**src/rtl/assert_macros.svh**
```systemverilog
// ----------------------------------------------------------------------------
// Assertion macros
// Shared concurrent assertion forms, clocked on clk and disabled in reset.
// ----------------------------------------------------------------------------
`ifndef ASSERT_MACROS_SVH
`define ASSERT_MACROS_SVH

// Property that must hold at every clock edge outside reset.
`define S2_ASSERT(lbl, prop, msg) \
	lbl: assert property (@(posedge clk) disable iff (!arst_n) (prop)) else $error(msg);

// Implication checked in the same cycle.
`define S2_ASSERT_IMPL(lbl, ante, cons, msg) \
	lbl: assert property (@(posedge clk) disable iff (!arst_n) (ante) |-> (cons)) \
		else $error(msg);

`endif

```
**src/rtl/s2seg_pkg.sv**
```systemverilog
// ----------------------------------------------------------------------------
// s2seg_pkg
// Result type, digit constants and the seven-segment glyph table.
// ----------------------------------------------------------------------------
package s2seg_pkg;

	localparam logic [3:0] DIGIT_TOP  = 4'd9;
	localparam logic [3:0] DIGIT_ZERO = 4'd0;

	typedef struct packed {
		logic       is_sign;
		logic       negative;
		logic [6:0] segment_bits;
		logic [3:0] digit_value;
		logic       last;
	} res_t;

	function automatic logic [6:0] glyph(input logic [3:0] d);
		logic [6:0] g;
		unique case (d)
			4'd0: g = 7'h3F;
			4'd1: g = 7'h06;
			4'd2: g = 7'h5B;
			4'd3: g = 7'h4F;
			4'd4: g = 7'h66;
			4'd5: g = 7'h6D;
			4'd6: g = 7'h7D;
			4'd7: g = 7'h07;
			4'd8: g = 7'h7F;
			default: g = 7'h67;
		endcase
		return g;
	endfunction

endpackage

```
**src/rtl/s2seg_front.sv**
```systemverilog
// ----------------------------------------------------------------------------
// s2seg_front
// Accepts values, splits them into sign and magnitude, and queues them in a
// two-entry buffer for the conversion back end.
// ----------------------------------------------------------------------------
`include "assert_macros.svh"

module s2seg_front #(
	parameter int VALUE_WIDTH = 32
) (
	input  logic                          clk,
	input  logic                          arst_n,
	input  logic signed [VALUE_WIDTH-1:0] value,
	input  logic                          push,
	output logic                          full,
	output logic                          q_valid,
	input  logic                          q_ready,
	output logic                          q_neg,
	output logic [VALUE_WIDTH-1:0]        q_mag
);

	logic                   neg_mem_q [2];
	logic [VALUE_WIDTH-1:0] mag_mem_q [2];
	logic                   wr_ptr_q;
	logic                   rd_ptr_q;
	logic [1:0]             count_q;
	logic                   do_push;
	logic                   do_pop;
	logic                   in_neg;
	logic [VALUE_WIDTH-1:0] in_mag;

	assign full    = (count_q == 2'd2);
	assign q_valid = (count_q != 2'd0);
	assign do_push = push && !full;
	assign do_pop  = q_valid && q_ready;
	assign in_neg  = value[VALUE_WIDTH-1];
	assign in_mag  = in_neg ? (~value + 1'b1) : value;
	assign q_neg   = neg_mem_q[rd_ptr_q];
	assign q_mag   = mag_mem_q[rd_ptr_q];

	always_ff @(posedge clk) begin
		if (do_push) begin
			neg_mem_q[wr_ptr_q] <= in_neg;
			mag_mem_q[wr_ptr_q] <= in_mag;
		end
	end

	always_ff @(posedge clk or negedge arst_n) begin
		if (!arst_n) begin
			wr_ptr_q <= 1'b0;
			rd_ptr_q <= 1'b0;
			count_q  <= 2'd0;
		end else begin
			if (do_push) begin
				wr_ptr_q <= ~wr_ptr_q;
			end
			if (do_pop) begin
				rd_ptr_q <= ~rd_ptr_q;
			end
			priority if (do_push && !do_pop) begin
				count_q <= count_q + 2'd1;
			end else if (do_pop && !do_push) begin
				count_q <= count_q - 2'd1;
			end
		end
	end

	`S2_ASSERT(a_count_bound, count_q <= 2'd2, "queue count exceeds its depth")
	`S2_ASSERT_IMPL(a_ptr_match, count_q == 2'd0 || count_q == 2'd2, wr_ptr_q == rd_ptr_q,
		"queue pointers disagree with the fill count")

endmodule

```
**src/rtl/s2seg_back.sv**
```systemverilog
// ----------------------------------------------------------------------------
// s2seg_back
// Converts a magnitude to decimal by shift-add-3, strips leading zeros and
// emits the sign transaction and one digit transaction per decimal place.
// ----------------------------------------------------------------------------
`include "assert_macros.svh"

module s2seg_back #(
	parameter int VALUE_WIDTH = 32,
	parameter int MAX_DIGITS  = 10
) (
	input  logic                    clk,
	input  logic                    arst_n,
	input  logic                    in_valid,
	output logic                    in_ready,
	input  logic                    in_neg,
	input  logic [VALUE_WIDTH-1:0]  in_mag,
	output s2seg_pkg::res_t         res,
	output logic                    empty,
	input  logic                    pop
);

	import s2seg_pkg::*;

	localparam int BCD_DIGITS = ((VALUE_WIDTH * 1233) >> 12) + 1;
	localparam int BCD_W      = 4 * BCD_DIGITS;
	localparam int REM_MAX    = (BCD_DIGITS > MAX_DIGITS) ? BCD_DIGITS : MAX_DIGITS;
	localparam int REM_W      = $clog2(REM_MAX + 1);
	localparam int CNT_W      = $clog2(VALUE_WIDTH + 1);

	typedef enum logic [3:0] {
		ST_IDLE = 4'b0001,
		ST_CONV = 4'b0010,
		ST_SKIP = 4'b0100,
		ST_EMIT = 4'b1000
	} state_t;

	state_t                 state_q;
	logic [VALUE_WIDTH-1:0] mag_q;
	logic [BCD_W-1:0]       bcd_q;
	logic                   neg_q;
	logic                   sign_pend_q;
	logic                   sat_q;
	logic [CNT_W-1:0]       cnt_q;
	logic [REM_W-1:0]       rem_q;
	logic                   out_valid_q;
	res_t                   out_q;

	logic [BCD_W-1:0]       dab;
	logic [3:0]             top_digit;
	logic [3:0]             emit_digit;
	logic                   slot_free;
	logic                   load_sign;
	logic                   load_digit;

	always_comb begin
		for (int i = 0; i < BCD_DIGITS; i++) begin
			dab[4*i +: 4] = (bcd_q[4*i +: 4] >= 4'd5) ? (bcd_q[4*i +: 4] + 4'd3)
				: bcd_q[4*i +: 4];
		end
	end

	assign top_digit  = bcd_q[BCD_W-1 -: 4];
	assign emit_digit = sat_q ? DIGIT_TOP : top_digit;
	assign slot_free  = !out_valid_q || pop;
	assign load_sign  = sign_pend_q && slot_free;
	assign load_digit = (state_q == ST_EMIT) && !sign_pend_q && slot_free;
	assign in_ready   = (state_q == ST_IDLE);
	assign empty      = !out_valid_q;
	assign res        = out_q;

	always_ff @(posedge clk) begin
		unique case (state_q)
			ST_IDLE: begin
				mag_q <= in_mag;
				neg_q <= in_neg;
				bcd_q <= '0;
			end
			ST_CONV: begin
				bcd_q <= {dab[BCD_W-2:0], mag_q[VALUE_WIDTH-1]};
				mag_q <= mag_q << 1;
			end
			ST_SKIP: begin
				if (top_digit == DIGIT_ZERO && rem_q > REM_W'(1)) begin
					bcd_q <= bcd_q << 4;
				end
			end
			ST_EMIT: begin
				if (load_digit) begin
					bcd_q <= bcd_q << 4;
				end
			end
			default: begin
				bcd_q <= bcd_q;
			end
		endcase
		if (load_sign) begin
			out_q <= '{is_sign: 1'b1, negative: neg_q, segment_bits: 7'd0,
				digit_value: DIGIT_ZERO, last: 1'b0};
		end else if (load_digit) begin
			out_q <= '{is_sign: 1'b0, negative: 1'b0, segment_bits: glyph(emit_digit),
				digit_value: emit_digit, last: (rem_q == REM_W'(1))};
		end
	end

	always_ff @(posedge clk or negedge arst_n) begin
		if (!arst_n) begin
			state_q     <= ST_IDLE;
			sign_pend_q <= 1'b0;
			sat_q       <= 1'b0;
			cnt_q       <= '0;
			rem_q       <= '0;
			out_valid_q <= 1'b0;
		end else begin
			unique case (state_q)
				ST_IDLE: begin
					if (in_valid) begin
						sign_pend_q <= 1'b1;
						cnt_q       <= CNT_W'(VALUE_WIDTH);
						state_q     <= ST_CONV;
					end
				end
				ST_CONV: begin
					cnt_q <= cnt_q - CNT_W'(1);
					if (cnt_q == CNT_W'(1)) begin
						rem_q   <= REM_W'(BCD_DIGITS);
						state_q <= ST_SKIP;
					end
				end
				ST_SKIP: begin
					if (top_digit == DIGIT_ZERO && rem_q > REM_W'(1)) begin
						rem_q <= rem_q - REM_W'(1);
					end else begin
						sat_q <= (rem_q > REM_W'(MAX_DIGITS));
						if (rem_q > REM_W'(MAX_DIGITS)) begin
							rem_q <= REM_W'(MAX_DIGITS);
						end
						state_q <= ST_EMIT;
					end
				end
				ST_EMIT: begin
					if (load_digit) begin
						rem_q <= rem_q - REM_W'(1);
						if (rem_q == REM_W'(1)) begin
							state_q <= ST_IDLE;
						end
					end
				end
				default: begin
					state_q <= ST_IDLE;
				end
			endcase
			if (load_sign) begin
				sign_pend_q <= 1'b0;
			end
			priority if (load_sign || load_digit) begin
				out_valid_q <= 1'b1;
			end else if (pop) begin
				out_valid_q <= 1'b0;
			end
		end
	end

	`S2_ASSERT_IMPL(a_digit_range, out_valid_q && !out_q.is_sign,
		out_q.digit_value <= DIGIT_TOP, "digit transaction holds a non-decimal digit")
	`S2_ASSERT_IMPL(a_emit_rem, state_q == ST_EMIT, rem_q != '0,
		"emitting with no digits left")
	`S2_ASSERT_IMPL(a_sign_before_digits, state_q == ST_SKIP || state_q == ST_IDLE,
		!(sign_pend_q && state_q == ST_IDLE), "sign transaction still pending at run end")

endmodule

```
**src/rtl/signed_int_to_seven_segment_unit.sv**
```systemverilog
// ----------------------------------------------------------------------------
// signed_int_to_seven_segment_unit
// Shows a signed integer as a sign transaction and seven-segment digits.
// ----------------------------------------------------------------------------
// A value is written with push while full is low. Each value yields a sign
// transaction followed by one transaction per decimal digit, most significant
// first, with leading zeros dropped; the final digit has last set. A zero
// shows a single 0, and a magnitude with more than MAX_DIGITS digits shows
// MAX_DIGITS nines. Results are read with pop while empty is low.
// A two-entry queue holds values ahead of the converter. The converter takes
// a value, runs shift-add-3 over its VALUE_WIDTH bits, then drops leading zero
// places, leaves that step and sends one digit at a time; it takes no new
// value until the last digit is sent. A pushed value passes the queue and the
// sign-pending flag before its sign transaction reaches the output register.
// When pop stays low the single output register holds its transaction and
// the converter waits; the queue keeps taking values until it is full. Reset
// empties the queue and the output register and leaves the converter idle.
// ----------------------------------------------------------------------------
module signed_int_to_seven_segment_unit #(
	parameter int VALUE_WIDTH = 32,
	parameter int MAX_DIGITS  = 10
) (
	input  logic                          clk,
	input  logic                          arst_n,
	input  logic signed [VALUE_WIDTH-1:0] value,
	input  logic                          push,
	output logic                          full,
	output logic                          is_sign,
	output logic                          negative,
	output logic [6:0]                    segment_bits,
	output logic [3:0]                    digit_value,
	output logic                          last,
	output logic                          empty,
	input  logic                          pop
);

	import s2seg_pkg::*;

	logic                   q_valid;
	logic                   q_ready;
	logic                   q_neg;
	logic [VALUE_WIDTH-1:0] q_mag;
	res_t                   res;

	s2seg_front #(
		.VALUE_WIDTH(VALUE_WIDTH)
	) u_front (
		.clk     (clk),
		.arst_n  (arst_n),
		.value   (value),
		.push    (push),
		.full    (full),
		.q_valid (q_valid),
		.q_ready (q_ready),
		.q_neg   (q_neg),
		.q_mag   (q_mag)
	);

	s2seg_back #(
		.VALUE_WIDTH(VALUE_WIDTH),
		.MAX_DIGITS (MAX_DIGITS)
	) u_back (
		.clk      (clk),
		.arst_n   (arst_n),
		.in_valid (q_valid),
		.in_ready (q_ready),
		.in_neg   (q_neg),
		.in_mag   (q_mag),
		.res      (res),
		.empty    (empty),
		.pop      (pop)
	);

	assign is_sign      = res.is_sign;
	assign negative     = res.negative;
	assign segment_bits = res.segment_bits;
	assign digit_value  = res.digit_value;
	assign last         = res.last;

endmodule

```
**config.mk**
```make
export PLATFORM = sky130hd
export DESIGN_NAME = signed_int_to_seven_segment_unit
export DESIGN_NICKNAME = d
export VERILOG_FILES = /design/src/rtl/s2seg_pkg.sv /design/src/rtl/s2seg_front.sv /design/src/rtl/s2seg_back.sv /design/src/rtl/signed_int_to_seven_segment_unit.sv
export VERILOG_INCLUDE_DIRS = /design/src /design/src/rtl
export SDC_FILE = /design/constraint.sdc
export NUM_CORES = 1
export LEC_CHECK = 0
export ABC_AREA = 0
export BUFFER_PORTS_ARGS = -buffer_cell sky130_fd_sc_hd__clkbuf_2
export CAP_MARGIN = 30
export CORE_ASPECT_RATIO = 1.75
export CORE_MARGIN = 2
export CORE_UTILIZATION = 58
export DETAILED_ROUTE_END_ITERATION = 7
export HOLD_SLACK_MARGIN = 0.06
export PLACE_DENSITY = 0.73
export REMOVE_ABC_BUFFERS = 1
export SLEW_MARGIN = 5
export SYNTH_ARGS = -nofsm -noshare
export SYNTH_HDL_FRONTEND = slang
export SYNTH_HIERARCHICAL = 1
export SYNTH_SLANG_ARGS = --single-unit
export TNS_END_PERCENT = 1
```
**constraint.sdc**
```tcl
create_clock -name clk -period 3.51 [get_ports clk]
set_input_delay 0.1755 -clock clk [delete_from_list [all_inputs] [get_ports clk]]
set_output_delay 0.1755 -clock clk [all_outputs]
set_load 0.01 [all_outputs]
```
After elaboration in Yosys (flattened, before gate mapping)
Memory sizes are Yosys's and may differ from the RTL's. A register that Yosys moved wholly into a read port is not among the register bits. Cells that the tools add are included.

Add/sub/neg operators: 15. Magnitude comparators: 12. Eq/ne operators: 14. Mux-type cells: 40. Bitwise gates (word level): 4. Reductions and logical operators: 31.

Operators with widths (number): $pmux W40 S4 (1); $mux W40 (2); $mux W4 (19); $pmux W32 S2 (1); $ge A4 B3 Y1 const B (10); $add A4 B2 Y4 const B (9); $add A32 B1 Y32 const B (1); $mux W32 (1); $not A32 Y32 (1); $mux W13 (2); $pmux W4 S4 (1); $reduce_bool A2 Y1 (7); $pmux W4 S3 (1); $pmux W6 S2 (1); $eq A4 B1 Y1 const B (2); $logic_and A1 B1 Y1 (8); $ne A2 B1 Y1 const B (4); $mux W1 (7); $eq A6 B1 Y1 const B (1); $mux W6 (1); $reduce_and A2 Y1 (3); $sub A6 B1 Y6 const B (1); $logic_not A1 Y1 (5); $reduce_and A5 Y1 (1); 21 further kinds (26).

Bits in registers: 107. Bits in writable memories: 66. Bits in read-only memories: 112. Bits of input ports: 36. Output and inout port bits: 16. Word-level logic and storage cells: 135. Memories: 3.

Memories: (no name shown) (depth 16, width 7, read ports 1, clocked after memory_dff 0, write ports 0, line s2seg_pkg.sv:20) `unique case (d)`; u_front.mag_mem_q (depth 2, width 32, read ports 1, clocked after memory_dff 0, write ports 1, line s2seg_front.sv:23) `logic [VALUE_WIDTH-1:0] mag_mem_q [2];`; u_front.neg_mem_q (depth 2, width 1, read ports 1, clocked after memory_dff 1, write ports 1, line s2seg_front.sv:22) `logic neg_mem_q [2];`.

Logic depth before layout (Yosys ltp)
Word-level depth: 7. Mapped depth: 8. Mapped depth without buffers: 8.

Hierarchy
Netlist, hierarchy kept.

Modules (own cells, without submodules): s2seg_back (times used 1, cells each 558, area each 5519.0 µm², sequential area each 2909.0 µm²); s2seg_front (times used 1, cells each 215, area each 3335.7 µm², sequential area each 2082.0 µm²).

Least setup slack after synthesis
OpenSTA, ideal clock, no wires.

Path kind: register to register. Start: register u_back.state_q[0]. End: register u_back.bcd_q[0] (enable). Setup time: 0.395 ns. Data arrival time: 2.591 ns. Data required time: 3.115 ns. Slack: 0.524 ns. Cell stages (with the launch flop): 4. Path buffers: 0. Clock period less this slack: 2.986 ns. Cell sequence: dfstp_2 nor4b_1 or2_2 o211a_1.

Elaborated cells on any way between the ends: 10. Those cells by class: eq/ne: 6; reduce/logical: 4.

RTL lines: start: declaration (line s2seg_back.sv:38) `state_t state_q;`; start signal: assignment (line s2seg_back.sv:108) `state_q <= ST_IDLE;`; start signal: assignment (line s2seg_back.sv:120) `state_q <= ST_CONV;`; start signal: assignment (line s2seg_back.sv:127) `state_q <= ST_SKIP;`; $eq A4 B1 Y1; via q_ready (line signed_int_to_seven_segment_unit.sv:40) `logic q_ready;`; $reduce_bool A4 Y1 (no source line); $reduce_and A3 Y1 (no source line); end signal: assignment (line s2seg_back.sv:80) `bcd_q <= {dab[BCD_W-2:0], mag_q[VALUE_WIDTH-1]};`; end signal: assignment (line s2seg_back.sv:85) `bcd_q <= bcd_q << 4;`; end signal: assignment (line s2seg_back.sv:90) `bcd_q <= bcd_q << 4;`; end: declaration (line s2seg_back.sv:40) `logic [BCD_W-1:0] bcd_q;`.

The timed path passes the listed nets, and every way through them passes these cells. A chain may end at the register's enable or synchronous reset.

Worst setup path after layout
Start: register u_back.state_q[0]. End: register u_back.bcd_q[9] (enable).

Same word-level chain as after synthesis.

==> qor.json <==
{
  "critPathMaxFanout": {"value": 40},
  "timing.final.setup_violations": {"value": 0},
  "hold_path.startpoint": {"value": "push"},
  "async_sr_flop_fraction": {"value": 12.1, "unit": "%"},
  "outcome": {"value": "complete, no violations"},
  "report.power.total": {"value": 8.41, "unit": "mW"},
  "synth-edff-count": {"value": 140},
  "synth-compound-area-share": {"value": 10.6, "unit": "%"},
  "clkSlewWorstSetupHoldPaths": {"value": 60, "unit": "ps"},
  "vias_per_cell": {"value": 5.72},
  "postRouteAntennaNets": {"value": 0},
  "root_buffer": {"value": "sky130_fd_sc_hd__clkbuf_16"},
  "design.die.area": {"value": 16300, "unit": "um^2"},
  "top_level_ports": {"value": 52},
  "layout_min_cycle_time": {"value": 2530, "unit": "ps"},
  "fin_area": {"value": 9900, "unit": "um^2"},
  "die_height": {"value": 167, "unit": "um"},
  "number_of_global_route_vias_before_repair": {"value": 5925},
  "final.period_utilization": {"value": 72.0, "unit": "%"},
  "synth.ff_latch_count": {"value": 174},
  "timing_worst_slew_pin_value": {"value": 827, "unit": "ps"},
  "antenna_cells": {"value": 0},
  "worstReg2RegStart": {"value": "u_back/state_q[0]$_DFFE_PN1P_"},
  "setup_repair_after_global_routing_missed_its_margin": {"value": "false"},
  "drt_pre_antenna_iters": {"value": 4},
  "share_of_final_layout_standard_cells_stronger_than_drive_strength_1": {"value": 17.4, "unit": "%"},
  "grt_antenna_before_repair": {"value": 0},
  "clock-sinks": {"value": 174},
  "required": {"value": 3560, "unit": "ps"},
  "post_cts.repair.setup_buffers": {"value": 0},
  "detailroute.via_count": {"value": 5830},
  "synth-simple-area-share": {"value": 14.7, "unit": "%"},
  "holdPathStages": {"value": 3},
  "die-width": {"value": 97.4, "unit": "um"},
  "vdd.ir_drop.worst": {"value": 0.386, "unit": "mV"},
  "critical_path_class": {"value": "reg2reg"},
  "ys.flop_type": {"value": "sky130_fd_sc_hd__edfxtp_1"},
  "synth_mux_area_share": {"value": 5.44, "unit": "%"},
  "synthesis.instances": {"value": 773},
  "insertion_delay": {"value": 410, "unit": "ps"},
  "syn-mean-instance-area": {"value": 11.5, "unit": "um^2"},
  "post_drt_wl_per_cell": {"value": 15.5, "unit": "um"},
  "setup_slack": {"value": 983, "unit": "ps"},
  "setup.worst_path.end_class": {"value": "register"},
  "cts_repair_resize_count": {"value": 0},
  "h-tree-depth": {"value": 4},
  "hold_end": {"value": "u_front/wr_ptr_q$_DFFE_PN0P_"},
  "fin_cells": {"value": 1020},
  "worstReg2RegEnd": {"value": "u_back/bcd_q[9]$_DFFE_PP_"},
  "finish.net_count": {"value": 894},
  "yosys.area_share.xor_xnor": {"value": 5.24, "unit": "%"},
  "worst-r2r-cell-count": {"value": 4},
  "slew-limit-headroom": {"value": 44.1, "unit": "%"},
  "cts.path.max_buffers": {"value": 2},
  "nFillCells": {"value": 1163},
  "cp_data_arrival_time": {"value": 2570, "unit": "ps"},
  "final.setup.tns": {"value": 0, "unit": "ps"},
  "dp_slack": {"value": 974, "unit": "ps"},
  "drt_first_iter_violations": {"value": 286},
  "drv_cap": {"value": 0},
  "syn2layout_area_growth": {"value": 11.8, "unit": "%"},
  "worstSetupStartpointType": {"value": "register"},
  "clock_tree_from_tritoncts": {"value": "built"},
  "grt.total_usage": {"value": 20.0, "unit": "%"},
  "max_freq": {"value": 396, "unit": "MHz"},
  "synth_seq_area_share": {"value": 56.4, "unit": "%"},
  "power.leakage": {"value": 3.83, "unit": "nW"},
  "number_of_distinct_library_cells_after_synthesis": {"value": 63},
  "remaining_drc_errors": {"value": 0},
  "placed_cells_incl_taps": {"value": 987},
  "yosysWarnings": {"value": 6},
  "routed_wire_length": {"value": 15.8, "unit": "mm"},
  "min-delay-path-class": {"value": "in2reg"},
  "numPortBuffers": {"value": 51},
  "grt_start_max_net_pins": {"value": 50},
  "worst-r2r-setup-slack": {"value": 980, "unit": "ps"},
  "synth_adder_area_share": {"value": 4.66, "unit": "%"},
  "combinational_family_with_the_most_area_after_synthesis": {"value": "simple AND/OR/NAND/NOR gates"},
  "grt_pass1_wl": {"value": 27.1, "unit": "mm"},
  "p_per_area": {"value": 850, "unit": "nW/um^2"},
  "detail_placement_hpwl": {"value": 11.0, "unit": "mm"},
  "final_setup_skew": {"value": 8.50, "unit": "ps"},
  "cts_made_buffers": {"value": 17},
  "gp_congestion": {"value": 0.800},
  "core_outline_area": {"value": 14900, "unit": "um^2"},
  "synthesis.area": {"value": 8850, "unit": "um^2"},
  "place_area": {"value": 9310, "unit": "um^2"},
  "placement_rows": {"value": 59},
  "hold_violations": {"value": 0},
  "initial_core_util": {"value": 59.4, "unit": "%"},
  "final-max-slew-violation-count": {"value": 0},
  "final_global_route_overflow_total": {"value": 0}
}
==> placed cells by master (no fill, tap or decap), types with 17 or more instances in the layout <==
cell type	netlist	routed
sky130_fd_sc_hd__a21oi_1	29	29
sky130_fd_sc_hd__clkbuf_16	0	17
sky130_fd_sc_hd__clkbuf_2	0	51
sky130_fd_sc_hd__dfrtp_1	20	20
sky130_fd_sc_hd__edfxtp_1	140	140
sky130_fd_sc_hd__ha_1	33	33
sky130_fd_sc_hd__inv_1	40	40
sky130_fd_sc_hd__mux2_2	33	33
sky130_fd_sc_hd__nand2_1	156	156
sky130_fd_sc_hd__nor2_1	24	23
sky130_fd_sc_hd__o21ai_0	50	50
sky130_fd_sc_hd__xnor2_1	44	44
==> cell families (layout without fill, tap and decap cells) <==
group	Yosys count	in the layout
compound gates	140	140
xor+xnor	53	53
fa+ha+maj	33	33
buf+inv	69	133
flops	174	174
mux	44	44
simple gates	260	260
==> worst max-delay path: stages (launching register included) <==
cell	delay, ps
sky130_fd_sc_hd__dfstp_2	600
sky130_fd_sc_hd__nor4b_1	700
sky130_fd_sc_hd__or2_2	260
sky130_fd_sc_hd__o211a_1	140
sky130_fd_sc_hd__buf_4	440
==> cell usage after synthesis, types with 3 or more instances <==
| master | n | share of area, % |
|---|---|---|
| sky130_fd_sc_hd__nor3b_1 | 12 | 1.0 |
| sky130_fd_sc_hd__o22ai_1 | 3 | 0.21 |
| sky130_fd_sc_hd__mux2i_1 | 11 | 1.2 |
| sky130_fd_sc_hd__o41ai_2 | 4 | 0.73 |
| sky130_fd_sc_hd__mux2_2 | 33 | 4.2 |
| sky130_fd_sc_hd__o21ai_0 | 50 | 2.8 |
| sky130_fd_sc_hd__nor2b_1 | 4 | 0.28 |
| sky130_fd_sc_hd__o31ai_1 | 12 | 1.0 |
| sky130_fd_sc_hd__nor4_2 | 3 | 0.42 |
| sky130_fd_sc_hd__a22o_1 | 9 | 0.89 |
| sky130_fd_sc_hd__dfxtp_1 | 13 | 2.9 |
| sky130_fd_sc_hd__buf_1 | 5 | 0.21 |
| sky130_fd_sc_hd__nor2_1 | 24 | 1.0 |
| sky130_fd_sc_hd__ha_1 | 33 | 4.7 |
| sky130_fd_sc_hd__a31oi_1 | 3 | 0.21 |
| sky130_fd_sc_hd__xnor2_1 | 44 | 4.4 |
| sky130_fd_sc_hd__a211oi_1 | 4 | 0.34 |
| sky130_fd_sc_hd__a311oi_1 | 4 | 0.40 |
| sky130_fd_sc_hd__nor4_1 | 4 | 0.28 |
| sky130_fd_sc_hd__nand2b_1 | 15 | 1.1 |
| sky130_fd_sc_hd__or2_2 | 3 | 0.21 |
| sky130_fd_sc_hd__inv_1 | 40 | 1.7 |
| sky130_fd_sc_hd__edfxtp_1 | 140 | 47 |
| sky130_fd_sc_hd__and3_1 | 4 | 0.28 |
| sky130_fd_sc_hd__and2_1 | 5 | 0.35 |
| sky130_fd_sc_hd__xor2_1 | 9 | 0.89 |
| sky130_fd_sc_hd__clkbuf_1 | 21 | 0.89 |
| sky130_fd_sc_hd__dfrtp_1 | 20 | 5.7 |
| sky130_fd_sc_hd__a21o_1 | 3 | 0.25 |
| sky130_fd_sc_hd__nand3_1 | 8 | 0.45 |
| sky130_fd_sc_hd__nor3_1 | 5 | 0.28 |
| sky130_fd_sc_hd__a21oi_1 | 29 | 1.6 |
| sky130_fd_sc_hd__nand2_1 | 156 | 6.6 |
==> layer usage <==
layer	GRT usage [%]	share of wire, %	vias to the layer above	wire length (um)
li1	-	-	2880	-
met1	22.3	40	2842	6400
met2	37.8	56	84	8780
met3	3.30	2.1	24	338
met4	7.43	1.8	0	288
met5	0	0	-	0
==> registers in the layout (all words and copies together) (netlist names) <==
register / cells
u_back/neg_q: 1
u_back/res: 14
u_back/sign_pend_q: 1
u_front/mag_mem_q: 64
u_back/sat_q: 1
u_front/wr_ptr_q: 1
u_back/state_q: 4
u_front/neg_mem_q: 2
u_back/rem_q: 4
u_front/rd_ptr_q: 1
u_back/cnt_q: 6
u_back/mag_q: 32
u_back/out_valid_q: 1
u_back/bcd_q: 40
u_front/count_q: 2
==> where the power goes <==
group          leakage (nW)  internal [mW]  total [mW]  switching, mW
clock                 0.268           1.05        1.80          0.757
sequential             1.72           3.30        3.77          0.475
combinational          1.84           1.12        2.84           1.71
==> final cells by class <==
| type | instances | area, um^2 | area share (%) |
|---|---|---|---|
| clock buffer | 18 | 429 | 4.34 |
| clock inverter | 13 | 140 | 1.42 |
| inverter | 40 | 150 | 1.52 |
| multi-input combinational | 530 | 3610 | 36.5 |
| sequential | 174 | 4990 | 50.4 |
| tap | 183 | 229 | 2.31 |
| timing repair buffer | 62 | 343 | 3.46 |
==> worst max path at each step <==
stage / startpoint / end / slack (ps) / cells after the start
2_1_floorplan: u_back/state_q[3]$_DFFE_PN0P_ / u_back/bcd_q[0]$_DFFE_PP_ / -1080 / 3
4_1_cts: u_back/state_q[0]$_DFFE_PN1P_ / u_back/bcd_q[9]$_DFFE_PP_ / 970 / 4
5_1_grt: u_back/state_q[0]$_DFFE_PN1P_ / u_back/bcd_q[9]$_DFFE_PP_ / 780 / 4
3_5_place_dp: u_back/state_q[0]$_DFFE_PN1P_ / u_back/bcd_q[21]$_DFFE_PP_ / 970 / 4
6_report: u_back/state_q[0]$_DFFE_PN1P_ / u_back/bcd_q[9]$_DFFE_PP_ / 980 / 4
3_3_place_gp: u_back/state_q[0]$_DFFE_PN1P_ / u_back/bcd_q[16]$_DFFE_PP_ / 1080 / 4
==> repair_timing <==
item,4_1_cts,5_1_grt
endpoints found under the hold margin,22,0
hold buffers,2,0
endpoints found under the setup margin,0,0
==> through the flow <==
step           hold WS, ps  util [%]
2_1_floorplan         -120         -
3_3_place_gp           170      62.4
3_5_place_dp           172      62.4
4_1_cts               82.9      66.4
5_1_grt                105      66.4
6_report               103      66.4
Note: power is estimated with default switching activity, not from simulation.
